<file path="src/rtl/spk128_pkg.sv">
// Shared types, constants and round function for the Speck128 encrypt block.
package spk128_pkg;

  localparam int WORD_W    = 64;
  localparam int KEY_IDX_W = 6;
  localparam int ROUNDS_DEF = 32;
  localparam int ROT_X     = 8;
  localparam int ROT_Y     = 3;

  localparam logic OP_KEY_LOAD = 1'b0;
  localparam logic OP_ENCRYPT  = 1'b1;

  typedef struct packed {
    logic                 op;
    logic [KEY_IDX_W-1:0] key_index;
    logic [WORD_W-1:0]    key_word;
    logic [WORD_W-1:0]    plain_low;
    logic [WORD_W-1:0]    plain_high;
  } spk_in_t;

  typedef struct packed {
    logic [WORD_W-1:0] cipher_low;
    logic [WORD_W-1:0] cipher_high;
  } spk_out_t;

  // key memory write port
  typedef struct packed {
    logic                 en;
    logic [KEY_IDX_W-1:0] addr;
    logic [WORD_W-1:0]    data;
  } spk_kwr_t;

  typedef struct packed {
    logic [WORD_W-1:0] x;
    logic [WORD_W-1:0] y;
  } spk_words_t;

  typedef enum logic [1:0] {
    ST_IDLE,
    ST_RUN,
    ST_DONE
  } spk_state_t;

  // one Speck round: x = (ror(x,8) + y) ^ k; y = rol(y,3) ^ x
  function automatic spk_words_t spk_round(input spk_words_t w,
                                           input logic [WORD_W-1:0] k);
    spk_words_t r;
    r.x = ({w.x[ROT_X-1:0], w.x[WORD_W-1:ROT_X]} + w.y) ^ k;
    r.y = {w.y[WORD_W-1-ROT_Y:0], w.y[WORD_W-1:WORD_W-ROT_Y]} ^ r.x;
    return r;
  endfunction

endpackage

</file>
<file path="src/rtl/speck128_block_encrypt_top.sv">
// Speck128 block encryptor, iterative one round per cycle, key schedule held in memory.
// Usage: round keys are loaded one transaction each (op = key load, key_index,
// key_word); a load with key_index at or above ROUNDS is dropped. A key load
// returns nothing. An encrypt transaction (op = encrypt, plain_low = y,
// plain_high = x) returns one result transaction with the ciphertext words. An
// encryption runs as follows: the accept cycle issues the read of key 0, then one
// round per cycle, each round taking its key from the registered key memory read
// that was issued in the cycle before, then the done state moves the words into
// the output register once it is free. That key memory read port sets the pace.
// in_stall is high during the rounds and in the done state, also while a finished
// result waits for a full output register; in idle, transactions are taken while
// a prior result still sits in the output register. All round keys below ROUNDS
// must be loaded before the first encryption; reading an unloaded key gives an
// undefined result.
module speck128_block_encrypt_top #(
  parameter int ROUNDS = spk128_pkg::ROUNDS_DEF
) (
  input  logic                  clk,
  input  logic                  rst_n,
  input  logic                  in_valid,
  output logic                  in_stall,
  input  spk128_pkg::spk_in_t   in_data,
  output logic                  out_valid,
  input  logic                  out_stall,
  output spk128_pkg::spk_out_t  out_data
);
  import spk128_pkg::*;

  localparam int AW = (ROUNDS > 1) ? $clog2(ROUNDS) : 1;
  localparam logic [KEY_IDX_W-1:0] NUM_RND  = KEY_IDX_W'(ROUNDS);
  localparam logic [KEY_IDX_W-1:0] LAST_RND = KEY_IDX_W'(ROUNDS - 1);

  spk_state_t state_r, state_nxt;
  logic [KEY_IDX_W-1:0] round_r, round_nxt;
  spk_words_t words_r, words_nxt;
  logic out_valid_r, out_valid_nxt;
  spk_out_t out_data_r, out_data_nxt;

  logic in_acc;
  logic out_free;
  spk_kwr_t kwr;
  logic [KEY_IDX_W-1:0] rd_addr;
  logic [WORD_W-1:0] cur_key;

  assign in_acc   = in_valid && !in_stall;
  assign out_free = !out_valid_r || !out_stall;

  // Key loads only land in idle, so a write never meets an in-flight read.
  assign kwr.en   = in_acc && (in_data.op == OP_KEY_LOAD) && (in_data.key_index < NUM_RND);
  assign kwr.addr = in_data.key_index;
  assign kwr.data = in_data.key_word;

  spk128_key_mem #(
    .DEPTH (ROUNDS),
    .AW    (AW)
  ) u_key_mem (
    .clk     (clk),
    .wr      (kwr),
    .rd_addr (rd_addr),
    .rd_data (cur_key)
  );

  always_comb begin
    state_nxt     = state_r;
    round_nxt     = round_r;
    words_nxt     = words_r;
    out_valid_nxt = out_valid_r;
    out_data_nxt  = out_data_r;
    in_stall      = 1'b1;
    rd_addr       = '0;

    if (out_valid_r && !out_stall) begin
      out_valid_nxt = 1'b0;
    end

    unique case (state_r)
      ST_IDLE: begin
        in_stall = 1'b0;
        // key 0 read goes out in the accept cycle
        rd_addr  = '0;
        // stall is low here, so valid alone marks the accept
        if (in_valid && (in_data.op == OP_ENCRYPT)) begin
          words_nxt.x = in_data.plain_high;
          words_nxt.y = in_data.plain_low;
          round_nxt   = '0;
          state_nxt   = ST_RUN;
        end
      end
      ST_RUN: begin
        // prefetch the next round's key; park the address on the last round
        rd_addr   = (round_r == LAST_RND) ? '0 : round_r + KEY_IDX_W'(1);
        words_nxt = spk_round(words_r, cur_key);
        round_nxt = round_r + KEY_IDX_W'(1);
        if (round_r == LAST_RND) begin
          round_nxt = '0;
          state_nxt = ST_DONE;
        end
      end
      ST_DONE: begin
        if (out_free) begin
          out_valid_nxt            = 1'b1;
          out_data_nxt.cipher_low  = words_r.y;
          out_data_nxt.cipher_high = words_r.x;
          state_nxt                = ST_IDLE;
        end
      end
      default: begin
        state_nxt = ST_IDLE;
      end
    endcase
  end

  always_ff @(posedge clk) begin
    if (!rst_n) begin
      state_r     <= ST_IDLE;
      round_r     <= '0;
      out_valid_r <= 1'b0;
    end else begin
      state_r     <= state_nxt;
      round_r     <= round_nxt;
      out_valid_r <= out_valid_nxt;
    end
  end

  always_ff @(posedge clk) begin
    words_r    <= words_nxt;
    out_data_r <= out_data_nxt;
  end

  assign out_valid = out_valid_r;
  assign out_data  = out_data_r;

  // An encrypt transaction starts the rounds at round zero.
  a_enc_start: assert property (@(posedge clk) disable iff (!rst_n)
    (in_valid && !in_stall && in_data.op == OP_ENCRYPT) |=> (state_r == ST_RUN && round_r == '0))
    else $error("encrypt accept did not start rounds");

  // Round counter stays inside the key schedule.
  a_round_range: assert property (@(posedge clk) disable iff (!rst_n)
    (state_r == ST_RUN) |-> (round_r < NUM_RND))
    else $error("round counter out of range");

  // A result only appears after the rounds finished.
  a_out_from_done: assert property (@(posedge clk) disable iff (!rst_n)
    $rose(out_valid_r) |-> ($past(state_r) == ST_DONE))
    else $error("result without completed rounds");

  // No key write while rounds are reading the memory.
  a_no_wr_in_run: assert property (@(posedge clk) disable iff (!rst_n)
    (state_r != ST_IDLE) |-> !kwr.en)
    else $error("key write during encryption");

endmodule

</file>
<file path="src/rtl/spk128_key_mem.sv">
// Round-key memory: one write port, one registered read port.
module spk128_key_mem #(
  parameter int DEPTH = spk128_pkg::ROUNDS_DEF,
  parameter int AW    = 5
) (
  input  logic                                clk,
  input  spk128_pkg::spk_kwr_t                wr,
  input  logic [spk128_pkg::KEY_IDX_W-1:0]    rd_addr,
  output logic [spk128_pkg::WORD_W-1:0]       rd_data
);
  import spk128_pkg::*;

  logic [WORD_W-1:0] mem [DEPTH];
  logic [WORD_W-1:0] rd_data_r;

  always_ff @(posedge clk) begin
    if (wr.en) begin
      mem[wr.addr[AW-1:0]] <= wr.data;
    end
  end

  always_ff @(posedge clk) begin
    rd_data_r <= mem[rd_addr[AW-1:0]];
  end

  assign rd_data = rd_data_r;

endmodule

</file>
<file path="config.mk">
export PLATFORM = sky130hd
export DESIGN_NAME = speck128_block_encrypt_top
export DESIGN_NICKNAME = d
export VERILOG_FILES = /design/src/rtl/spk128_pkg.sv /design/src/rtl/speck128_block_encrypt_top.sv /design/src/rtl/spk128_key_mem.sv
export SDC_FILE = /design/constraint.sdc
export NUM_CORES = 2
export LEC_CHECK = 0
export ABC_AREA = 1
export BUFFER_PORTS_ARGS = -buffer_cell sky130_fd_sc_hd__buf_2
export CAP_MARGIN = 20
export CORE_AREA = 2 2 425 427
export DETAILED_ROUTE_END_ITERATION = 12
export DIE_AREA = 0 0 427 429
export PLACE_DENSITY = 0.76
export SYNTH_ARGS = -nofsm -noshare
export SYNTH_HDL_FRONTEND = slang
export SYNTH_SLANG_ARGS = --single-unit
export TNS_END_PERCENT = 20
</file>
<file path="constraint.sdc">
create_clock -name clk -period 11.7 [get_ports clk]
set_input_delay 0.585 -clock clk [delete_from_list [all_inputs] [get_ports clk]]
set_output_delay 0.585 -clock clk [all_outputs]
set_load 0.005 [all_outputs]
</file>
* Word level (Yosys, flattened, before mapping) *
Memories as Yosys holds them, arrays and structs flattened. A register that Yosys moved wholly into a read port is not among the register bits.
Cells that the tools add are included.

operators by class
  $lt $le $gt $ge = 1
  eq/ne operators = 6
  mux-type cells = 16
  add/subtract/negate cells = 2
  bitwise logic cells = 3
  reduce and logical (&&, ||, !) cells = 13

operators by type and width
  cell                   count
  $pmux W128 S2          1
  $mux W128              1
  $xor A64 B64 Y64       2
  $add A64 B64 Y64       1
  $mux W6                2
  $pmux W6 S2            1
  $add A6 B1 Y6 const B  1
  $eq A6 B5 Y1 const B   1
  $lt A6 B6 Y1 const B   1
  $mux W1                6
  $mux W2                3
  $pmux W2 S3            1
  $logic_and A1 B1 Y1    5
  $mux W5                1
  $ne A2 B2 Y1 const B   2
  $reduce_and A2 Y1      2
  $reduce_and A3 Y1      1
  $eq A2 B1 Y1 const B   1
  $eq A2 B2 Y1 const B   1
  $logic_not A1 Y1       2
  $logic_not A2 Y1       1
  $ne A2 B1 Y1 const B   1
  $reduce_bool A2 Y1     1
  $logic_or A1 B1 Y1     1
  $not A1 Y1             1

storage, ports and cells
  output and inout bits = 130
  word-level logic and storage cells = 49
  memories = 1
  memory bits (writable) = 2048
  input bits = 203
  register bits = 265

memories
  name           words  width  read ports  clocked after Yosys merged registers in  write ports  line                  text
  u_key_mem.mem  32     64     1           1                                        1            spk128_key_mem.sv:13  logic [WORD_W-1:0] mem [DEPTH];

* Longest topological paths before layout *
  depth after elaboration = 6
  mapped depth = 17
  depth with buffers taken out = 17

* Cells and area by module *
From an unflattened synthesis, not the netlist that was laid out.

second synthesis, totals
  cells, all modules = 8932
  area total of the unflattened synthesis = 99790.7 um^2

by module, submodules not included
  module                      instances  area each (um^2)  cells each
  spk128_key_mem              1          82990.8           6768
  speck128_block_encrypt_top  1          16799.9           2164

* Worst setup path after synthesis *
No wires, ideal clock.

  path kind = input -> register
  from = input out_stall
  to = register out_data_r, in the netlist out_data[0] (enable)
  setup time = 0.619 ns
  slack = 4.995 ns
  data arrival time = 6.085 ns
  cell stages on the path = 3
  required time = 11.081 ns
  cell sequence = nand2_1 > inv_1 > nor2_1

between the ends
  cells in the longest elaborated chain, start to end = 3

ends and longest elaborated chain
  what                                line                               text
  start: declaration                  speck128_block_encrypt_top.sv:24   input logic out_stall,
  $logic_not A1 Y1                    speck128_block_encrypt_top.sv:46   assign out_free = !out_valid_r || !out_stall;
  $logic_or A1 B1 Y1                  speck128_block_encrypt_top.sv:46
  $reduce_and A2 Y1 (no source line)  n/a
  end signal: assignment              speck128_block_encrypt_top.sv:127  out_data_r <= out_data_nxt;
  end: declaration                    speck128_block_encrypt_top.sv:37   spk_out_t out_data_r, out_data_nxt;

Every way passes these cells.
A chain may end at the register's enable or synchronous reset.

* Final worst setup path *
  from = register round_r[0]
  to = register u_key_mem.rd_data_r[39] (netlist: u_key_mem.rd_data[39]), read port of u_key_mem.mem

between the ends
  cells in the longest elaborated chain, start to end = 3
  elaborated cells between the ends (all ways) = 4

ends and longest elaborated chain
  what                                           line                               text
  start: declaration                             speck128_block_encrypt_top.sv:34   logic [KEY_IDX_W-1:0] round_r, round_nxt;
  start signal: assignment                       speck128_block_encrypt_top.sv:120  round_r <= round_nxt;
  $add A6 B1 Y6 or $eq A6 B5 Y1 (tied branches)  n/a
  $mux W6 *                                      n/a
  $mux W5 *                                      speck128_block_encrypt_top.sv:76   unique case (state_r)
  end: declaration                               spk128_key_mem.sv:14               logic [WORD_W-1:0] rd_data_r;

Mark *: on every way between the ends. The rest lies on a longest branch, timed or not.

==> impl_metrics.env <==
export IMPL_yosys_warnings=0
export IMPL_clockBufferDepth=3
export IMPL_grt_pass1_vias=65700
export IMPL_cap_viol_max_count=0
export IMPL_die_w_um=427
export IMPL_vias_per_cell=6.21
export IMPL_arrival_ns=5.84
export IMPL_via_count=69100
export IMPL_peakVddDrop_mv=0.142
export IMPL_timing_hold_ws_ns=0.0285
export IMPL_placed_cells=10700
export IMPL_fin_nets=8816
export IMPL_start_util_pct=55.9
export IMPL_final_cell_mix="edfxtp_1, nand2_1, nand3_1"
export IMPL_yosysSeqAreaShare_pct=71.0
export IMPL_port_buffers=332
export IMPL_synthesis_nets=8594
export IMPL_period_minus_slack_ns=5.02
export IMPL_hold_class="in -> reg"
export IMPL_synthTopCellsByArea="edfxtp_1, nand2_1, nand3_1"
export IMPL_grt_max_degree=177
export IMPL_critical_path_peak_fanout=163
export IMPL_finalSetupViolations=0
export IMPL_yosysUniqueCellTypes=39
export IMPL_drive_gt1_share_pct=12.4
export IMPL_die_h_um=429
export IMPL_post_cts_resized=0
export IMPL_final_common_cell="edfxtp_1"
export IMPL_synth_area_mm2=0.0995
export IMPL_setup_tns_ns=0
export IMPL_path_class="reg -> reg"
export IMPL_start_kind="flop"
export IMPL_die_area_mm2=0.183
export IMPL_rsz0062_at_grt="false"
export IMPL_row_count=155
export IMPL_cts_root_buf="clkbuf_16"
export IMPL_track_usage_pct=32.6
export IMPL_relSlewSlack_pct=21.1
export IMPL_endpoint_kind="flop"
export IMPL_drt_first_pass_iters=7
export IMPL_ys_seq_elements=2377
export IMPL_synth_edf_count=2304
export IMPL_worstSkewPairLatency_ns=0.91
export IMPL_clkSlewWorstSetupHoldPaths_ns=0.06
export IMPL_drc=0
export IMPL_synth_top_cell_by_area="edfxtp_1"
export IMPL_grt_overflow=0
export IMPL_drv_slew=0
export IMPL_path_cells="ha_1, nand3_2, o21ai_4, nor2_4, buf_12, buf_4, buf_4, buf_4, or2_2, o21ai_0, nand2_1, nand2_1, nand2_1, nand2_1, nand2_1, nand2_1, nand2_1"
export IMPL_hold_violations=0
export IMPL_leakage_nw=40.2
export IMPL_cts_sinks=2377
export IMPL_syn_inst=8326
export IMPL_drtIter0Drc=11500
export IMPL_post_route_worst_setup_slack_ns=6.68
export IMPL_wl_um=305000
export IMPL_fin_crit_sh_pct=42.9
export IMPL_core_area_mm2=0.178
export IMPL_tightest_slew_ns=1.18
export IMPL_pre_cts_slack_ns=6.85
export IMPL_max_stage_delay_ns=0.80
export IMPL_cts_buffers=219
export IMPL_cpMaxStageDelayCell="buf_4"
export IMPL_final_setup_skew_ns=0.0798
export IMPL_final_antenna_net_count=0
export IMPL_synthFlopType="edfxtp_1"
export IMPL_routedWlPerCell_um=27.4
export IMPL_outcome="finished clean"
export IMPL_dp_hpwl_um=170000
export IMPL_fmax_ghz=0.199
export IMPL_synthArstFlopShare_pct=0
export IMPL_h_tree_depth=4
export IMPL_grt_antenna_before_repair=28
export IMPL_power_density_mw_per_mm2=195
export IMPL_stdcell_count=11100
export IMPL_cts_setup_buffers=0
export IMPL_synth_top_cell_area_share_pct=69.6
export IMPL_worstHoldPathCells=3
export IMPL_pin_count=333
export IMPL_path_common_cell="nand2_1"
export IMPL_avgSynthCellArea_um2=11.9
export IMPL_reg2regPathDepth=17
export IMPL_required_ns=12.52
export IMPL_total_power_mw=21.6
export IMPL_syn2layout_area_growth_pct=11.5
export IMPL_globalplace_congestion=0.959
export IMPL_grt_pass1_wl_um=437000
export IMPL_cts_tree="done"
==> metal layers <==
layer  share of wire, %  GRT usage, %  up-vias
li1                   -             -    30100
met1                 36          43.4    33100
met2                 47          51.6     5056
met3                 12          5.98      829
met4                5.4          16.8        6
met5              0.013             0        -
==> metrics by stage <==
| step | cell area (um2) | util (%) |
|---|---|---|
| floorplan | 99500 | - |
| global placement | 103000 | 58.0 |
| detailed placement | 103000 | 58.0 |
| CTS | 111000 | 62.2 |
| global route | 111000 | 62.3 |
| finish | 111000 | 62.3 |
==> sequential cells by signal, indices dropped and copies added (netlist names) <==
| name | count |
|---|---|
| round_r | 6 |
| out_valid | 1 |
| out_data | 128 |
| u_key_mem.mem | 2048 |
| words_r | 128 |
| u_key_mem.rd_data | 64 |
| state_r | 2 |
==> cell families after synthesis <==
family	count (synthesis)	share of synthesized area (%)
AOI/OAI and AO/OA	943	6.08
xor gates and xnor gates	103	0.907
adders and majority gates	65	0.825
buffers and inverters	959	4.01
DFF	2377	71.0
and+or+nand+nor	3879	17.2
==> cell usage after synthesis, types with 25 or more instances <==
cell type	n
edfxtp_1	2304
nand2_1	2121
nand3_1	1193
inv_1	488
o211ai_1	375
o22ai_1	278
or2_2	252
clkbuf_1	228
nor2_1	166
buf_2	164
o21ai_0	149
or2_0	91
xor2_1	78
a21oi_1	75
dfxtp_1	73
ha_1	64
o21ai_1	48
buf_1	43
xnor2_1	25
==> critical path, delay by kind of cell, from the launching register on <==
kind	cells	cell delay, ns
adders and majority gates	1	0.23
and+or+nand+nor	10	1.10
DFF	1	0.36
buffers and inverters	4	2.86
AOI/OAI and AO/OA	2	0.17
==> layout make-up <==
cell class,count,area [um2]
Clock buffer,279,5880
Antenna cell,17,42.5
Clock inverter,136,1490
Timing Repair Buffer,466,2840
Sequential cell,2377,70700
Inverter,494,1890
Fill cell,13100,67200
Multi-Input combinational cell,4990,25100
Tap cell,2355,2950
==> final timing paths <==
kind / start / end / slack (ns)
worst min-delay path: in_data[75] / words_r[11] / 0.03
worst min register to register: words_r[77] / out_data[13] / 0.44
worst max-delay path: round_r[0] / u_key_mem.rd_data[39] / 6.68
worst max register to register: round_r[0] / u_key_mem.rd_data[39] / 6.68
==> power by group <==
group          switching, mW  internal, mW
Combinational           3.04          1.23
Clock                   3.18          4.12
Sequential             0.347          9.65
Total                   6.57          15.0
==> timing repair <==
item	4_1_cts	5_1_grt
endpoints found under the hold margin	21	0
setup endpoints to repair	0	0
hold buffers	21	0
No activity file was read; power rests on OpenSTA's default activity.
